$ cat src/hdl/line_syntax_highlighter_defines.svh
// Assertion macros used by the top level of the line syntax highlighter RTL.
`ifndef LINE_SYNTAX_HIGHLIGHTER_DEFINES_SVH
`define LINE_SYNTAX_HIGHLIGHTER_DEFINES_SVH

// Same-cycle implication, checked outside reset.
`define LSH_ASSERT_NOW(label, clk, rst_n, ante, cons, msg) \
  label: assert property (@(posedge clk) disable iff (!rst_n) (ante) |-> (cons)) \
    else $error(msg);

// Next-cycle implication, checked outside reset.
`define LSH_ASSERT_NEXT(label, clk, rst_n, ante, cons, msg) \
  label: assert property (@(posedge clk) disable iff (!rst_n) (ante) |=> (cons)) \
    else $error(msg);

`endif

$ cat src/hdl/lsh_pkg.sv
// Types, constants and helper functions for the line syntax highlighter.
package lsh_pkg;

  localparam int MAX_OPENER_LEN = 4;
  localparam int TEXT_BYTES     = 4;
  localparam int LEN_CAP        = (MAX_OPENER_LEN < TEXT_BYTES) ? MAX_OPENER_LEN : TEXT_BYTES;
  localparam int CNT_W          = $clog2(MAX_OPENER_LEN + 1);
  localparam int IDX_W          = (MAX_OPENER_LEN > 1) ? $clog2(MAX_OPENER_LEN) : 1;
  localparam int CHAR_W         = 8;
  localparam int ADDR_W         = 5;
  localparam int DATA_W         = 32;

  // Register indexes (byte address divided by four).
  localparam logic [2:0] REG_SYNTAX_ON    = 3'd0;
  localparam logic [2:0] REG_STRINGS_ON   = 3'd1;
  localparam logic [2:0] REG_NUMBERS_ON   = 3'd2;
  localparam logic [2:0] REG_COMMENT_LEN  = 3'd3;
  localparam logic [2:0] REG_COMMENT_TEXT = 3'd4;

  localparam logic [CHAR_W-1:0] CH_NUL    = 8'h00;
  localparam logic [CHAR_W-1:0] CH_DQUOTE = 8'h22;
  localparam logic [CHAR_W-1:0] CH_SQUOTE = 8'h27;
  localparam logic [CHAR_W-1:0] CH_DOT    = 8'h2E;
  localparam logic [CHAR_W-1:0] CH_BSLASH = 8'h5C;
  localparam logic [CHAR_W-1:0] CH_DIGIT0 = 8'h30;
  localparam logic [CHAR_W-1:0] CH_DIGIT9 = 8'h39;

  typedef enum logic [1:0] {
    CLS_NORMAL  = 2'd0,
    CLS_COMMENT = 2'd1,
    CLS_STRING  = 2'd2,
    CLS_NUMBER  = 2'd3
  } char_class_t;

  typedef struct packed {
    logic        syntax_on;
    logic        strings_on;
    logic        numbers_on;
    logic [2:0]  comment_len;
    logic [31:0] comment_text;
  } cfg_t;

  // Oldest held character and what the lookahead knows about it.
  typedef struct packed {
    logic [CHAR_W-1:0] ch;
    logic              match;
    logic              is_final;
  } head_t;

  typedef struct packed {
    logic             emit_req;
    logic             flush;
    logic             ready;
  } la_stat_t;

  function automatic logic is_separator(input logic [CHAR_W-1:0] c);
    logic sep;
    case (c)
      8'h00, 8'h20, 8'h09, 8'h0A, 8'h0B, 8'h0C, 8'h0D: sep = 1'b1;
      8'h2C, 8'h2E, 8'h28, 8'h29, 8'h2B, 8'h2D, 8'h2F, 8'h2A: sep = 1'b1;
      8'h3D, 8'h7E, 8'h25, 8'h3C, 8'h3E, 8'h5B, 8'h5D, 8'h3B: sep = 1'b1;
      default: sep = 1'b0;
    endcase
    return sep;
  endfunction

  // Effective opener length: zero when highlighting is off, capped otherwise.
  function automatic logic [CNT_W-1:0] opener_len(input cfg_t cfg);
    logic [CNT_W-1:0] len;
    if (!cfg.syntax_on) begin
      len = '0;
    end else if (int'(cfg.comment_len) > LEN_CAP) begin
      len = CNT_W'(LEN_CAP);
    end else begin
      len = CNT_W'(cfg.comment_len);
    end
    return len;
  endfunction

endpackage

$ cat src/hdl/lsh_in_if.sv
// Input channel: one character of a text line per request.
interface lsh_in_if;
  logic       valid;
  logic       ready;
  logic [7:0] ch;
  logic       last_char;

  modport source (output valid, ch, last_char, input ready);
  modport sink   (input valid, ch, last_char, output ready);
endinterface

$ cat src/hdl/lsh_out_if.sv
// Result channel: one character class per request.
interface lsh_out_if;
  logic       valid;
  logic       ready;
  logic [1:0] char_class;
  logic       line_end;

  modport source (output valid, char_class, line_end, input ready);
  modport sink   (input valid, char_class, line_end, output ready);
endinterface

$ cat src/hdl/line_syntax_highlighter.sv
// Top level of the line syntax highlighter.
// The block classifies the characters of a text line as normal, comment, string or number,
// one character per request on the input channel and one class per request on the result
// channel, in the order the characters arrived. The sustained rate is one character per
// clock cycle while the output is not stalled and no line end drains. To compare a comment
// opener of L characters, up to L-1 characters are held in a four-entry lookahead register
// before their class is known; at the end of a line the held characters drain one per
// cycle through the output register, barring stalls, and the first character of the next
// line is taken in the cycle that the final class of the current line moves to the
// output. After an opener match, the characters held behind it also leave one per cycle,
// barring stalls. Each class passes through the lookahead and the output register, and
// when the opener hold-back applies it also waits for L-1 later characters. The output
// register lets the input keep taking characters while a class waits to be taken, until
// the lookahead is full. With highlighting off nothing is held back and every class is
// normal. Configuration must be written over the APB port between lines; the block does
// not enforce this. Register i sits at byte address 4*i and reads back its value.
`include "line_syntax_highlighter_defines.svh"

module line_syntax_highlighter (
  input  logic                       clk,
  input  logic                       rst_n,
  lsh_in_if.sink                     in_chan,
  lsh_out_if.source                  out_chan,
  input  logic                       psel,
  input  logic                       penable,
  input  logic                       pwrite,
  input  logic [lsh_pkg::ADDR_W-1:0] paddr,
  input  logic [lsh_pkg::DATA_W-1:0] pwdata,
  output logic [lsh_pkg::DATA_W-1:0] prdata,
  output logic                       pready
);

  lsh_pkg::cfg_t        cfg;
  lsh_pkg::head_t       head;
  lsh_pkg::la_stat_t    stat;
  lsh_pkg::char_class_t cls;
  logic                 comment_active;
  logic                 push;
  logic                 pop;

  logic                 out_valid_r;
  lsh_pkg::char_class_t out_class_r;
  logic                 out_end_r;

  // A character enters the lookahead when it has room and no line is draining, or as the drain's final class leaves.
  assign in_chan.ready = stat.ready;
  assign push          = in_chan.valid && stat.ready;

  // The head leaves when it is ready to be classified and the output register
  // is empty or being emptied in this cycle.
  assign pop = stat.emit_req && (!out_valid_r || out_chan.ready);

  lsh_cfg u_cfg (
    .clk     (clk),
    .rst_n   (rst_n),
    .psel    (psel),
    .penable (penable),
    .pwrite  (pwrite),
    .paddr   (paddr),
    .pwdata  (pwdata),
    .prdata  (prdata),
    .pready  (pready),
    .cfg     (cfg)
  );

  lsh_lookahead u_lookahead (
    .clk            (clk),
    .rst_n          (rst_n),
    .cfg            (cfg),
    .push           (push),
    .push_ch        (in_chan.ch),
    .push_last      (in_chan.last_char),
    .pop            (pop),
    .comment_active (comment_active),
    .head           (head),
    .stat           (stat)
  );

  lsh_classify u_classify (
    .clk            (clk),
    .rst_n          (rst_n),
    .cfg            (cfg),
    .head           (head),
    .pop            (pop),
    .cls            (cls),
    .comment_active (comment_active)
  );

  // Output register: the class of the character that just left the lookahead.
  always_ff @(posedge clk) begin
    if (!rst_n) begin
      out_valid_r <= 1'b0;
    end else if (pop) begin
      out_valid_r <= 1'b1;
    end else if (out_chan.ready) begin
      out_valid_r <= 1'b0;
    end
  end

  always_ff @(posedge clk) begin
    if (pop) begin
      out_class_r <= cls;
      out_end_r   <= head.is_final;
    end
  end

  assign out_chan.valid      = out_valid_r;
  assign out_chan.char_class = out_class_r;
  assign out_chan.line_end   = out_end_r;

  // A waiting class that is not taken must not be overwritten.
  `LSH_ASSERT_NOW(a_no_pop_when_stalled, clk, rst_n,
                  out_chan.valid && !out_chan.ready, !pop,
                  "class overwritten while output stalled")
  // During an end-of-line drain, a new character is only taken with the final class.
  `LSH_ASSERT_NOW(a_flush_accept, clk, rst_n,
                  push && stat.flush, pop && head.is_final,
                  "character taken during line drain")
  // The final character of a line always leaves the comment state cleared.
  `LSH_ASSERT_NEXT(a_final_clears, clk, rst_n,
                   pop && head.is_final, !comment_active,
                   "comment state survived line end")

endmodule

$ cat src/hdl/lsh_cfg.sv
// APB-style configuration registers of the line syntax highlighter.
module lsh_cfg (
  input  logic                       clk,
  input  logic                       rst_n,
  input  logic                       psel,
  input  logic                       penable,
  input  logic                       pwrite,
  input  logic [lsh_pkg::ADDR_W-1:0] paddr,
  input  logic [lsh_pkg::DATA_W-1:0] pwdata,
  output logic [lsh_pkg::DATA_W-1:0] prdata,
  output logic                       pready,
  output lsh_pkg::cfg_t              cfg
);

  lsh_pkg::cfg_t cfg_r;
  logic          wr_en;
  logic [2:0]    reg_idx;

  assign pready  = 1'b1;
  assign wr_en   = psel && penable && pwrite;
  assign reg_idx = paddr[4:2];
  assign cfg     = cfg_r;

  always_ff @(posedge clk) begin
    if (!rst_n) begin
      cfg_r <= '0;
    end else if (wr_en) begin
      case (reg_idx)
        lsh_pkg::REG_SYNTAX_ON:    cfg_r.syntax_on    <= pwdata[0];
        lsh_pkg::REG_STRINGS_ON:   cfg_r.strings_on   <= pwdata[0];
        lsh_pkg::REG_NUMBERS_ON:   cfg_r.numbers_on   <= pwdata[0];
        lsh_pkg::REG_COMMENT_LEN:  cfg_r.comment_len  <= pwdata[2:0];
        lsh_pkg::REG_COMMENT_TEXT: cfg_r.comment_text <= pwdata;
        default: ;
      endcase
    end
  end

  always_comb begin
    case (reg_idx)
      lsh_pkg::REG_SYNTAX_ON:    prdata = {31'd0, cfg_r.syntax_on};
      lsh_pkg::REG_STRINGS_ON:   prdata = {31'd0, cfg_r.strings_on};
      lsh_pkg::REG_NUMBERS_ON:   prdata = {31'd0, cfg_r.numbers_on};
      lsh_pkg::REG_COMMENT_LEN:  prdata = {29'd0, cfg_r.comment_len};
      lsh_pkg::REG_COMMENT_TEXT: prdata = cfg_r.comment_text;
      default:                   prdata = '0;
    endcase
  end

endmodule

$ cat src/hdl/lsh_lookahead.sv
// Holds back characters for the comment opener compare and decides when the head may go out.
module lsh_lookahead (
  input  logic                       clk,
  input  logic                       rst_n,
  input  lsh_pkg::cfg_t              cfg,
  input  logic                       push,
  input  logic [lsh_pkg::CHAR_W-1:0] push_ch,
  input  logic                       push_last,
  input  logic                       pop,
  input  logic                       comment_active,
  output lsh_pkg::head_t             head,
  output lsh_pkg::la_stat_t          stat
);

  localparam int MAXL = lsh_pkg::MAX_OPENER_LEN;
  localparam int CW   = lsh_pkg::CNT_W;

  logic [lsh_pkg::CHAR_W-1:0] look_r [MAXL];
  logic [CW-1:0]              pending_r, pending_nxt;
  logic                       flush_r, flush_nxt;
  logic [CW-1:0]              len, hold;
  logic [CW-1:0]              after_pop;
  logic [lsh_pkg::IDX_W-1:0]  widx;
  logic                       final_pop;
  logic                       match;

  assign len       = lsh_pkg::opener_len(cfg);
  assign hold      = (len == '0) ? '0 : len - CW'(1);
  assign final_pop = pop && flush_r && (pending_r == CW'(1));
  assign after_pop = pending_r - CW'(pop);
  assign widx      = lsh_pkg::IDX_W'(after_pop);

  // Opener compare over the held characters; needs a full opener's worth present.
  always_comb begin
    match = (len != '0) && (pending_r >= len);
    for (int k = 0; k < lsh_pkg::LEN_CAP; k++) begin
      if ((CW'(k) < len) && (look_r[k] != cfg.comment_text[8*k +: 8])) begin
        match = 1'b0;
      end
    end
  end

  assign head.ch       = look_r[0];
  assign head.match    = match;
  assign head.is_final = flush_r && (pending_r == CW'(1));

  assign stat.emit_req = (pending_r != '0) && (flush_r || comment_active || (pending_r > hold));
  assign stat.flush    = flush_r;
  assign stat.ready    = ((pending_r != CW'(MAXL)) || pop) && (!flush_r || final_pop);

  always_comb begin
    pending_nxt = after_pop + CW'(push);
    flush_nxt   = flush_r;
    if (push && push_last) begin
      flush_nxt = 1'b1;
    end else if (final_pop) begin
      flush_nxt = 1'b0;
    end
  end

  always_ff @(posedge clk) begin
    if (!rst_n) begin
      pending_r <= '0;
      flush_r   <= 1'b0;
    end else begin
      pending_r <= pending_nxt;
      flush_r   <= flush_nxt;
    end
  end

  // Entries take the new character in the write slot; all but the last shift on a pop.
  always_ff @(posedge clk) begin
    for (int i = 0; i < MAXL - 1; i++) begin
      if (push && (widx == lsh_pkg::IDX_W'(i))) begin
        look_r[i] <= push_ch;
      end else if (pop) begin
        look_r[i] <= look_r[i+1];
      end
    end
    if (push && (widx == lsh_pkg::IDX_W'(MAXL - 1))) begin
      look_r[MAXL-1] <= push_ch;
    end
  end

endmodule

$ cat src/hdl/lsh_classify.sv
// Per-line highlight state and the class decision for the character at the head.
module lsh_classify (
  input  logic                 clk,
  input  logic                 rst_n,
  input  lsh_pkg::cfg_t        cfg,
  input  lsh_pkg::head_t       head,
  input  logic                 pop,
  output lsh_pkg::char_class_t cls,
  output logic                 comment_active
);

  logic [lsh_pkg::CHAR_W-1:0] open_quote_r, open_quote_nxt;
  logic                       after_sep_r, after_sep_nxt;
  lsh_pkg::char_class_t       prior_r, prior_nxt;
  logic                       escape_r, escape_nxt;
  logic                       comment_r, comment_nxt;
  logic [lsh_pkg::CHAR_W-1:0] c;
  logic                       is_digit;

  assign c              = head.ch;
  assign is_digit       = (c >= lsh_pkg::CH_DIGIT0) && (c <= lsh_pkg::CH_DIGIT9);
  assign comment_active = comment_r;

  always_comb begin
    open_quote_nxt = open_quote_r;
    after_sep_nxt  = after_sep_r;
    prior_nxt      = prior_r;
    escape_nxt     = escape_r;
    comment_nxt    = comment_r;
    cls            = lsh_pkg::CLS_NORMAL;

    if (!cfg.syntax_on) begin
      cls = lsh_pkg::CLS_NORMAL;
    end else if (comment_r) begin
      cls = lsh_pkg::CLS_COMMENT;
    end else if (head.match && (open_quote_r == lsh_pkg::CH_NUL)) begin
      comment_nxt = 1'b1;
      prior_nxt   = lsh_pkg::CLS_COMMENT;
      cls         = lsh_pkg::CLS_COMMENT;
    end else if (cfg.strings_on && (open_quote_r != lsh_pkg::CH_NUL)) begin
      if (escape_r) begin
        escape_nxt = 1'b0;
      end else if ((c == lsh_pkg::CH_BSLASH) && !head.is_final) begin
        escape_nxt = 1'b1;
      end else begin
        if (c == open_quote_r) begin
          open_quote_nxt = lsh_pkg::CH_NUL;
        end
        after_sep_nxt = 1'b0;
      end
      prior_nxt = lsh_pkg::CLS_STRING;
      cls       = lsh_pkg::CLS_STRING;
    end else if (cfg.strings_on && ((c == lsh_pkg::CH_DQUOTE) || (c == lsh_pkg::CH_SQUOTE))) begin
      open_quote_nxt = c;
      prior_nxt      = lsh_pkg::CLS_STRING;
      cls            = lsh_pkg::CLS_STRING;
    end else if (cfg.numbers_on &&
                 ((is_digit && (after_sep_r || (prior_r == lsh_pkg::CLS_NUMBER))) ||
                  ((c == lsh_pkg::CH_DOT) && (prior_r == lsh_pkg::CLS_NUMBER)))) begin
      after_sep_nxt = 1'b0;
      prior_nxt     = lsh_pkg::CLS_NUMBER;
      cls           = lsh_pkg::CLS_NUMBER;
    end else begin
      after_sep_nxt = lsh_pkg::is_separator(c);
      prior_nxt     = lsh_pkg::CLS_NORMAL;
      cls           = lsh_pkg::CLS_NORMAL;
    end
  end

  // The line's final character returns everything to the start-of-line state.
  always_ff @(posedge clk) begin
    if (!rst_n || (pop && head.is_final)) begin
      open_quote_r <= lsh_pkg::CH_NUL;
      after_sep_r  <= 1'b1;
      prior_r      <= lsh_pkg::CLS_NORMAL;
      escape_r     <= 1'b0;
      comment_r    <= 1'b0;
    end else if (pop) begin
      open_quote_r <= open_quote_nxt;
      after_sep_r  <= after_sep_nxt;
      prior_r      <= prior_nxt;
      escape_r     <= escape_nxt;
      comment_r    <= comment_nxt;
    end
  end

endmodule

$ cat src/flat_wrapper.sv
// flat-port wrapper written by rule: the top's interface ports become plain ports
module line_syntax_highlighter_flat 
  (clk, rst_n, psel, penable, pwrite, paddr, pwdata, prdata, pready, in_chan_valid, in_chan_ch, in_chan_last_char, in_chan_ready, out_chan_valid, out_chan_char_class, out_chan_line_end, out_chan_ready);
  lsh_in_if in_chan_i ();
  lsh_out_if out_chan_i ();
  input  logic clk;
  input  logic rst_n;
  input  logic psel;
  input  logic penable;
  input  logic pwrite;
  input  logic [lsh_pkg::ADDR_W-1:0] paddr;
  input  logic [lsh_pkg::DATA_W-1:0] pwdata;
  output logic [lsh_pkg::DATA_W-1:0] prdata;
  output logic pready;
  input wire logic [$bits(in_chan_i.valid)-1:0] in_chan_valid;
  input wire logic [$bits(in_chan_i.ch)-1:0] in_chan_ch;
  input wire logic [$bits(in_chan_i.last_char)-1:0] in_chan_last_char;
  output wire logic [$bits(in_chan_i.ready)-1:0] in_chan_ready;
  output wire logic [$bits(out_chan_i.valid)-1:0] out_chan_valid;
  output wire logic [$bits(out_chan_i.char_class)-1:0] out_chan_char_class;
  output wire logic [$bits(out_chan_i.line_end)-1:0] out_chan_line_end;
  input wire logic [$bits(out_chan_i.ready)-1:0] out_chan_ready;
  assign in_chan_i.valid = in_chan_valid;
  assign in_chan_i.ch = in_chan_ch;
  assign in_chan_i.last_char = in_chan_last_char;
  assign in_chan_ready = in_chan_i.ready;
  assign out_chan_valid = out_chan_i.valid;
  assign out_chan_char_class = out_chan_i.char_class;
  assign out_chan_line_end = out_chan_i.line_end;
  assign out_chan_i.ready = out_chan_ready;
  line_syntax_highlighter u_core (.clk(clk), .rst_n(rst_n), .in_chan(in_chan_i), .out_chan(out_chan_i), .psel(psel), .penable(penable), .pwrite(pwrite), .paddr(paddr), .pwdata(pwdata), .prdata(prdata), .pready(pready));
endmodule
$ cat config.mk
export PLATFORM = sky130hd
export DESIGN_NAME = line_syntax_highlighter_flat
export DESIGN_NICKNAME = d
export VERILOG_FILES = /design/src/hdl/lsh_pkg.sv /design/src/hdl/lsh_in_if.sv /design/src/hdl/lsh_out_if.sv /design/src/hdl/line_syntax_highlighter.sv /design/src/hdl/lsh_cfg.sv /design/src/hdl/lsh_lookahead.sv /design/src/hdl/lsh_classify.sv /design/src/flat_wrapper.sv
export VERILOG_INCLUDE_DIRS = /design/src /design/src/hdl
export SDC_FILE = /design/constraint.sdc
export NUM_CORES = 1
export LEC_CHECK = 0
export ABC_AREA = 1
export BUFFER_PORTS_ARGS = -buffer_cell sky130_fd_sc_hd__buf_2
export CORE_MARGIN = 2
export CORE_UTILIZATION = 38
export CTS_BUF_LIST = sky130_fd_sc_hd__clkbuf_4 sky130_fd_sc_hd__clkbuf_8
export CTS_CLUSTER_DIAMETER = 150
export DETAILED_ROUTE_END_ITERATION = 10
export PLACE_DENSITY_LB_ADDON = 0.25
export SYNTH_ARGS = -nofsm -noshare
export SYNTH_HDL_FRONTEND = slang
export SYNTH_SLANG_ARGS = --single-unit
$ cat constraint.sdc
create_clock -name clk -period 6 [get_ports clk]
set_clock_uncertainty 0.15 [all_clocks]
set_input_delay 1.2 -clock clk [delete_from_list [all_inputs] [get_ports clk]]
set_output_delay 1.2 -clock clk [all_outputs]
set_load 0.1 [all_outputs]
==> results.md, run 1 <==
* Hold Path Cell Cnt at 2
* F_max at 220.8 MHz
* Vias in the first global route at 4117
* # rows at 42
* R2R Path End: u_core.u_lookahead.look_r[1][7]
* Register area share after synthesis at 0.4283
* Peak supply drop at 0.2249 mV
* Largest net degree at the start of global routing at 47
* Number of buffers created by CTS at 9
* Number of synthesized register bits at 91
* Synth unique cells at 34
* Crit-path cells: inv_1, nor3_2, nor2_1, inv_1, ha_1, inv_1, ha_1, nand2_1, o21ai_1, nand2_1, nand2_2, nand3_4, o21ai_4, nand2_1, inv_2, buf_2
* Core area at 13140 µm²
* Vias at 4476
* Post-Route WL at 12200 µm
* Crit path largest cell delay at 0.44 ns
* Horiz. Die Dim at 119.5 µm
* CP max-delay cell: dfxtp_1
* Final worst path period share at 0.7549
* Minimum clock period at 4.530 ns
* Hpwl dp at 9240 µm
* Largest cells by area after synthesis: dfxtp_1 (22%), edfxtp_1 (21%), nand2_1 (12%), inv_1 (6.7%), nor2_1 (6.5%)
* Final Net Count at 840
* R2R depth at 19
* Hold Crit Class: reg2reg
* Most instantiated library cell after synthesis: nand2_1
* CP Buf/Inv Count at 5
* Drt pass-1 iters at 5
* R2R Setup Slk at 2.21 ns
* GRT overflow at 0
* Leakage power at 2.639 nW
* First-pass GRT wire length at 19900 µm
* Grt met3 use at 0.03707
* Final hold vios at 0
* Max-Cap Viols at 0
* Initial antenna violation count at 0
* Area leader, netlist: dfxtp_1
* GR Layer Usage met1 at 0.2244
* GP Congestion at 0.8579
* Clk buf depth at 2
* Mean post-synth cell area at 7.297 µm²
* RSZ-0062 raised after global routing: false
* Die Area at 14290 µm²
* Hold Path End: u_core.u_classify.prior_r[1]
* Wire per inst at 12.76 µm
* Worst skew pair latency at 0.38 ns
* Ys async rst share at 0
* Worst-path fanout max at 8
* DRC violations left at 0
* Initial Utilization at 0.3860
* Layout area overhead at 14.98%
* Postcts setup bufs at 0
* GR peak layer: met2
* Clock Sinks at 91
* Ys flop type: dfxtp_1
* Slew HR at 0.5059
* Setup-failing EPs final at 0
* Pwr Density at 389.1 nW/µm²
* CP arrival at 3.18 ns
* Worst slew pin tran at 0.7400 ns
* CTS clock-pin slew for the worst setup and hold paths at 0.10 ns
* ANT nets after route at 0
* Syn. warnings at 0
* CTS tree: yes
* Setup crit start kind: flip-flop
* PortBufs at 87
* Worst hold slack at 0.3287 ns
* Met2 Resource Use GR at 0.2982
* CP Class: reg2out
* IO Count at 91
* PostCTS Resize Cnt at 0
* Die Height at 119.5 µm
* Commonest cells post-synth: nand2_1 (166), inv_1 (91), nor2_1 (88)
* Setup TNS at 0 ns
* Mapped cell area at 5071 µm²
* Hold-fix buffers, CTS at 0
* Fillers at 1420
* Synth Net Count at 760
* Overall Global Routing Usage at 0.1770
* Status: completed
* CP required at 4.65 ns
* CTS root buffer: clkbuf_8
* Share of cells above drive strength 1 at 0.1705
* Critical Path Sink Type: primary output
* Initial drt markers at 232
* N_diodes at 0
* Top delay family on crit path: simple AND/OR/NAND/NOR gates
* Final Max Slew Viols at 0
* Drt via density at 4.682
* Worst reg2reg startpoint: u_core.u_cfg.cfg[37]
* Post-Synthesis Cells at 695
* Post-synth top area share at 0.2211
* H-tree lvl count at 3
* Number of enable flip-flop cells after synthesis at 35
* Hold_sp: u_core.u_classify.prior_r[1]
flip-flops by register name (all words and copies together) (netlist names):
name                              count
u_core.u_cfg.cfg                     38
u_core.u_lookahead.pending_r          3
u_core.out_chan.char_class            2
u_core.u_classify.escape_r            1
u_core.u_lookahead.flush_r            1
u_core.u_classify.comment_active      1
u_core.u_classify.after_sep_r         1
u_core.u_classify.open_quote_r        8
u_core.out_chan.line_end              1
u_core.out_chan.valid                 1
u_core.u_classify.prior_r             2
u_core.u_lookahead.look_r            32
per-layer routing:
metal	up-vias	share of wire
met5	-	0
met4	0	0.018
met3	17	0.041
met2	80	0.48
met1	2005	0.47
li1	2374	-
kinds of logic (layout without fill, tap and decap cells):
| group | count (synthesis) | count (layout) | synth area share |
|---|---|---|---|
| compound gates | 108 | 108 | 0.1108 |
| buf+inv | 125 | 210 | 0.09548 |
| fa+ha+maj | 12 | 12 | 0.02961 |
| other cells | 1 | 1 | 0.0007395 |
| xor+xnor | 27 | 27 | 0.04663 |
| simple gates | 331 | 331 | 0.2884 |
| flops | 91 | 91 | 0.4283 |
worst reg2reg max path, stage by stage, from the launching register on:
cell and delay [ns]:
dfxtp_1 0.44, inv_1 0.11, nor3_2 0.26, nor2_1 0.10
inv_1 0.07, ha_1 0.13, inv_1 0.04, ha_1 0.30
a21oi_1 0.13, o21ai_1 0.07, nand2_1 0.07, nand2_2 0.07
nand3_4 0.13, inv_1 0.08, ha_1 0.18, ha_1 0.32
inv_1 0.07, nor2_1 0.18, nand4_4 0.23, nand2_1 0.36
how the worst max path moves through the flow:
stage / start / endpoint / slack, ns / cells after the start
floorplan: paddr[3] / prdata[2] / 0.81 / 6
global placement: u_core.u_cfg.cfg[37] / in_chan_ready / 1.91 / 16
detailed placement: u_core.u_cfg.cfg[37] / in_chan_ready / 1.86 / 16
CTS: u_core.u_cfg.cfg[37] / in_chan_ready / 1.44 / 16
global route: u_core.u_cfg.cfg[37] / in_chan_ready / 1.23 / 16
finish: u_core.u_cfg.cfg[37] / in_chan_ready / 1.47 / 16
cell usage in the layout, fill, tap and decap left out, drive strengths merged, types with 4 or more instances in the layout:
cell / count
inv: 105
xnor2: 20
dfxtp: 56
o21ai: 56
nand4: 13
edfxtp: 35
a21oi: 48
ha: 12
nor2: 91
nand3: 43
buf: 90
clkbuf: 9
clkinv: 4
nor3: 10
nand2: 171
xor2: 7
per-stage QoR:
stage | util | setup slack [ns] | instances | cell area (µm²) | power (mW)
floorplan | - | 0.8093 | 695 | 5071 | 1.692
detailed placement | 0.4305 | 1.862 | 940 | 5655 | 1.905
CTS | 0.4438 | 1.445 | 956 | 5831 | 2.289
finish | 0.4438 | 1.470 | 956 | 5831 | 2.269
global route | 0.4438 | 1.229 | 956 | 5831 | 2.446
global placement | 0.4305 | 1.906 | 940 | 5655 | 1.897
report_power, final:
part	switching (mW)	total (mW)	internal (mW)	leakage, nW
Combinational	0.627	0.918	0.291	1.77
Clock	0.230	0.383	0.153	0.0828
Sequential	0.131	0.968	0.837	0.782
Total	0.988	2.27	1.28	2.64
layout make-up:
class                           count  area (µm²)  area share
Clock buffer                        9       123.9     0.02124
Timing Repair Buffer               90       457.9     0.07854
Clock inverter                      7       51.30    0.008798
Sequential cell                    91        2172      0.3725
Inverter                          104       390.4     0.06695
Tap cell                          176       220.2     0.03777
Multi-Input combinational cell    479        2415      0.4142
Note: power is estimated with default switching activity, not from simulation.
==> inputs of run 2 (changes only) <==
==> constraint.sdc (replaced) <==
create_clock -name clk -period 4.1 [get_ports clk]
set_clock_uncertainty 0.15 [all_clocks]
set_input_delay 0.82 -clock clk [delete_from_list [all_inputs] [get_ports clk]]
set_output_delay 0.82 -clock clk [all_outputs]
set_load 0.1 [all_outputs]
==> results.md, run 2 (synthesis results as in run 1) <==
* First-pass GRT wire length at 20780 µm (+4.4%)
* N_diodes at 0 (unchanged)
* Setup-failing EPs final at 0 (unchanged)
* Hold Path Cell Cnt at 2 (unchanged)
* CTS root buffer: clkbuf_8
* CP Class: reg2out
* GP Congestion at 0.9027 (+5.2%)
* CP max-delay cell: dfxtp_1
* Vias at 4503 (+0.60%)
* Number of buffers created by CTS at 9 (unchanged)
* Hold-fix buffers, CTS at 0 (unchanged)
* Final worst path period share at 0.9420
* Worst hold slack at 0.3307 ns (+0.001947 ns)
* Pwr Density at 578.3 nW/µm² (+49%)
* Clk buf depth at 2 (unchanged)
* Leakage power at 2.678 nW (+1.5%)
* Setup crit start kind: flip-flop
* CTS clock-pin slew for the worst setup and hold paths at 0.10 ns (about the same)
* PostCTS Resize Cnt at 0 (unchanged)
* Worst reg2reg startpoint: u_core.u_cfg.cfg[37]
* Clock Sinks at 91 (unchanged)
* DRC violations left at 0 (unchanged)
* Final Net Count at 844 (+0.48%)
* # rows at 42 (unchanged)
* Drt pass-1 iters at 4 (-1)
* Largest net degree at the start of global routing at 43 (-8.5%)
* Register Area at 2172 µm² (unchanged)
* Area of the multi-input gates at 2415 µm² (unchanged)
* GRT overflow at 0 (unchanged)
* Max-Cap Viols at 0 (unchanged)
* Most common cell after layout, fill and taps aside: nand2_1
* Tot Pwr at 3.409 mW (+50%)
* Worst slew pin tran at 0.6869 ns (-0.05310 ns)
* Setup TNS at 0 ns (unchanged)
* Peak supply drop at 0.3012 mV (+34%)
* Die Height at 119.5 µm (unchanged)
* Final Instance Area at 5896 µm² (+1.1%)
* Initial drt markers at 214 (-7.8%)
* Initial antenna violation count at 0 (unchanged)
* Hpwl dp at 9349 µm (+1.2%)
* CP arrival at 2.89 ns (-0.29 ns)
* ANT nets after route at 0 (unchanged)
* Layout area overhead at 16.26%
* Wire per inst at 12.89 µm (+1.0%)
* Crit path largest cell delay at 0.45 ns (about the same)
* Hold Path End: u_core.u_classify.escape_r
* Overall Global Routing Usage at 0.1833 (+0.006285)
* F_max at 258.9 MHz
* Worst-path fanout max at 8 (unchanged)
* Horiz. Die Dim at 119.5 µm (unchanged)
* R2R Path End: u_core.u_lookahead.look_r[1][3]
* Minimum clock period at 3.862 ns
* Critical Path Sink Type: primary output
* Status: completed
* DP Area at 5685 µm² (+0.53%)
* CTS tree: yes
* Share of cells above drive strength 1 at 0.1760 (+0.005508)
* R2R Setup Slk at 0.39 ns (-1.82 ns)
* IO Count at 91 (unchanged)
* Initial Utilization at 0.3860 (unchanged)
* Final Max Slew Viols at 0 (unchanged)
* RSZ-0062 raised after global routing: false
* R2R depth at 19 (unchanged)
* Max reg flops at 38 (unchanged)
* Vias in the first global route at 4285 (+4.1%)
* Commonest non-fill, non-tap cells in the layout: nand2_1 (166), inv_1 (91), nor2_1 (88)
* CP required at 3.13 ns (-1.52 ns)
* Crit-path cells: nand2_1, nor2_1, nor2_1, inv_1, ha_1, inv_1, ha_1, nand2_1, o21ai_1, nand2_1, nand2_2, nand3_4, nand3_2, nand2_1, inv_2, buf_4
* Post-layout util at 0.4488 (+0.004952)
* Drt via density at 4.691 (+0.18%)
* H-tree lvl count at 3 (unchanged)
* Fillers at 1384 (-2.5%)
* Core area at 13140 µm² (unchanged)
* Die Area at 14290 µm² (unchanged)
* Post-Route WL at 12370 µm (+1.4%)
* CP most frequent cell: nand2_1
* Hold_sp: u_core.u_classify.escape_r
* Slew HR at 0.5420 (+0.03612)
* Final hold vios at 0 (unchanged)
* Hold Crit Class: reg2reg
* Postcts setup bufs at 0 (unchanged)
* PortBufs at 87 (unchanged)
* Worst skew pair latency at 0.38 ns (about the same)
[run 2: final cells by class]
cell class                      count  share of cell area
Clock buffer                       10             0.02334
Clock inverter                      6             0.01188
Inverter                          104             0.06621
Multi-Input combinational cell    479              0.4096
Sequential cell                    91              0.3684
Tap cell                          176             0.03735
Timing Repair Buffer               94             0.08319
[run 2: stage by stage]
step | setup WS, ns | instances
final | 0.2377 | 960
after global routing | 0.02176 | 960
after CTS | 0.09853 | 960
after detailed placement | 0.3838 | 944
after global placement | 0.4485 | 944
after floorplan | 0.3777 | 695
[run 2: metal layers]
| layer | track usage | vias to the layer above | share of wire |
|---|---|---|---|
| met1 | 0.2356 | 2002 | 0.46 |
| met4 | 0.06471 | 0 | 0.023 |
| li1 | - | 2390 | - |
| met2 | 0.3025 | 92 | 0.47 |
| met3 | 0.04278 | 19 | 0.048 |
| met5 | 0 | - | 0 |
[run 2: report_power, final]
group	switching, mW	leakage (nW)	internal, mW	total [mW]
sequential	0.187	0.782	1.22	1.41
combinational	0.912	1.79	0.430	1.34
clock	0.350	0.103	0.305	0.655
[run 2: critical path: cells and delay by family, from the launching register on]
family / cells / cell delay [ns]
AO/OA/AOI/OAI: 1 / 0.13
AND/OR/NAND/NOR: 9 / 1.04
flip-flops: 1 / 0.45
adder cells (fa/ha/maj): 2 / 0.44
buffers and inverters: 4 / 0.45
[run 2: worst max path at each step]
stage / from / end
finish: u_core.u_cfg.cfg[37] / in_chan_ready
global route: u_core.u_cfg.cfg[37] / in_chan_ready
detailed placement: u_core.u_cfg.cfg[37] / u_core.u_lookahead.look_r[1][4]
floorplan: u_core.u_cfg.cfg[37] / u_core.u_lookahead.look_r[3][0]
global placement: u_core.u_cfg.cfg[37] / u_core.u_lookahead.look_r[1][4]
CTS: u_core.u_cfg.cfg[37] / in_chan_ready
==> inputs of run 3 (changes only) <==
--- a/config.mk
+++ b/config.mk
@@ -7,7 +7,9 @@
 export NUM_CORES = 1
 export LEC_CHECK = 0
 export ABC_AREA = 1
-export BUFFER_PORTS_ARGS = -buffer_cell sky130_fd_sc_hd__buf_2
+export BUFFER_PORTS_ARGS = -buffer_cell sky130_fd_sc_hd__clkbuf_2
+export CELL_PAD_IN_SITES_DETAIL_PLACEMENT = 1
+export CELL_PAD_IN_SITES_GLOBAL_PLACEMENT = 1
 export CORE_MARGIN = 2
 export CORE_UTILIZATION = 38
 export CTS_BUF_LIST = sky130_fd_sc_hd__clkbuf_4 sky130_fd_sc_hd__clkbuf_8
==> results.md, run 3 (synthesis results as in run 1) <==
* Hpwl dp at 11370 µm (+22%)
* Grt met3 use at 0.02757 (-0.01521)
* Hold Crit Class: reg2reg
* Vias in the first global route at 5038 (+18%)
* Drt via density at 5.051 (+7.7%)
* First-pass GRT wire length at 24160 µm (+16%)
* Wire per inst at 15.31 µm (+19%)
* Status: completed
* GRT overflow at 0 (unchanged)
* Setup WS pre-CTS at 0.1349 ns (-0.2489 ns)
* Drt pass-1 iters at 4 (unchanged)
* Overall Global Routing Usage at 0.2141 (+0.03077)
* Hold Path End: u_core.u_classify.prior_r[1]
* F_max at 260.4 MHz (+0.59%)
* RSZ-0062 raised after global routing: false
* Hold-fix buffers, CTS at 0 (unchanged)
* Minimum clock period at 3.840 ns (-0.02260 ns)
* CP arrival at 2.87 ns (-0.02 ns)
* Core area at 13140 µm² (unchanged)
* Setup-failing EPs final at 0 (unchanged)
* Worst reg2reg startpoint: u_core.u_cfg.cfg[37]
* Met2 Resource Use GR at 0.3964 (+0.09393)
* Clock Sinks at 91 (unchanged)
* Die Area at 14290 µm² (unchanged)
* Commonest non-fill, non-tap cells in the layout: nand2_1 (164), inv_1 (91), nor2_1 (88)
* Initial Utilization at 0.3860 (unchanged)
* DRC violations left at 0 (unchanged)
* Largest net degree at the start of global routing at 62 (+44%)
* Max reg flops at 38 (unchanged)
* R2R Setup Slk at 0.33 ns (-0.06 ns)
* Final hold vios at 0 (unchanged)
* GR Layer Usage met1 at 0.2492 (+0.01352)
* Die Height at 119.5 µm (unchanged)
* Final Max Slew Viols at 0 (unchanged)
* Final worst setup slack at 0.2603 ns (+0.02260 ns)
* Share of cells above drive strength 1 at 0.1790 (+0.003008)
* ANT nets after route at 0 (unchanged)
* Number of buffers created by CTS at 9 (unchanged)
* Setup crit start kind: flip-flop
* R2R depth at 19 (unchanged)
* GP Congestion at 0.9411 (+4.3%)
* IO Count at 91 (unchanged)
* R2R Path End: u_core.u_lookahead.look_r[1][3]
* Initial drt markers at 163 (-24%)
* Most common cell after layout, fill and taps aside: nand2_1
* Final worst path period share at 0.9365 (-0.005513)
* PortBufs at 87 (unchanged)
* CTS tree: yes
* Hold_sp: u_core.u_classify.prior_r[1]
* Leakage power at 2.644 nW (-1.2%)
* CP required at 3.13 ns (about the same)
* Setup TNS at 0 ns (unchanged)
* H-tree lvl count at 3 (unchanged)
* Layout area overhead at 16.11%
* CTS root buffer: clkbuf_8
* Worst-path fanout max at 8 (unchanged)
* # rows at 42 (unchanged)
* Worst skew pair latency at 0.39 ns (about the same)
* GR peak layer: met2
* Max-Cap Viols at 0 (unchanged)
* Post-Route WL at 14670 µm (+19%)
* Initial antenna violation count at 0 (unchanged)
* Horiz. Die Dim at 119.5 µm (unchanged)
* Worst slew pin tran at 0.5822 ns (-0.1047 ns)
* N_diodes at 0 (unchanged)
* Critical Path Sink Type: primary output
* Fillers at 1708 (+23%)
* Final Net Count at 842 (-0.24%)
* CP Class: reg2out
* Pwr Density at 589.3 nW/µm² (+1.9%)
* Vias at 4839 (+7.5%)
* Hold Path Cell Cnt at 2 (unchanged)
* CTS clock-pin slew for the worst setup and hold paths at 0.10 ns (about the same)
* Slew HR at 0.6119 (+0.06982)
* Peak supply drop at 0.2552 mV (-15%)
* Clk buf depth at 2 (unchanged)
-- run 3: cell types whose count changed in the layout (fill, tap and decap cells not counted), moves of 2 or more --
cell,before,now
nand2_2,2,4
buf_2,86,0
clkbuf_2,0,86
nand2_1,166,164
clkinv_4,0,2
buf_4,8,5
-- run 3: worst max-delay path: stages (launching register included) --
cell and delay [ns]:
dfxtp_2 0.39, inv_1 0.11, nor3_4 0.20, nor2_1 0.10
inv_1 0.07, ha_1 0.13, inv_1 0.05, ha_1 0.32
nand2_1 0.06, o21ai_1 0.11, nand2_1 0.08, nand2_2 0.10
nand3_4 0.19, o21ai_4 0.23, nand2_1 0.08, inv_2 0.08
buf_12 0.17
-- run 3: report_power, final --
group          internal (mW)  total (mW)  leakage, nW  switching [mW]
clock network          0.230       0.601       0.0921           0.371
registers               1.22        1.43        0.782           0.210
logic                  0.447        1.43         1.77           0.987
-- run 3: timing repair --
item | in CTS | in global routing
buffers inserted | 1 | 0
setup endpoints to repair | 1 | 25
resized for setup | 0 | 5
hold endpoints to repair | 0 | 0
pin swaps | 1 | 0
-- run 3: layer usage --
layer	share of wire	wire length, µm
met5	0	0
met4	0.022	330
met3	0.029	419
met2	0.52	7643
met1	0.43	6278
-- run 3: worst max-delay path by stage --
stage / start / endpoint
global route: u_core.u_cfg.cfg[37] / in_chan_ready
global placement: u_core.u_cfg.cfg[37] / u_core.u_lookahead.look_r[1][1]
finish: u_core.u_cfg.cfg[37] / in_chan_ready
detailed placement: u_core.u_cfg.cfg[37] / u_core.u_lookahead.look_r[1][3]
CTS: u_core.u_cfg.cfg[37] / in_chan_ready
floorplan: u_core.u_cfg.cfg[37] / u_core.u_lookahead.look_r[3][0]
-- run 3: area by class of cell --
type                    instances  area, µm²  area share
multi-input cells             479       2434      0.4133
inverters                     104      390.4     0.06630
repair buffers                 92      488.0     0.08287
well taps                     176      220.2     0.03740
clock inverters                 7      58.81    0.009987
clock buffers                   9      123.9     0.02104
flip-flops and latches         91       2173      0.3691
-- run 3: per-stage QoR --
step | total power [mW] | util | cell area [µm²] | hold slack [ns] | cells
detailed placement | 2.874 | 0.4322 | 5678 | 0.3156 | 941
finish | 3.470 | 0.4482 | 5888 | 0.3316 | 958
floorplan | 2.476 | - | 5071 | 0.2870 | 695
global placement | 2.795 | 0.4322 | 5678 | 0.3092 | 941
global route | 3.719 | 0.4482 | 5888 | 0.3722 | 958
CTS | 3.479 | 0.4467 | 5868 | 0.3376 | 958
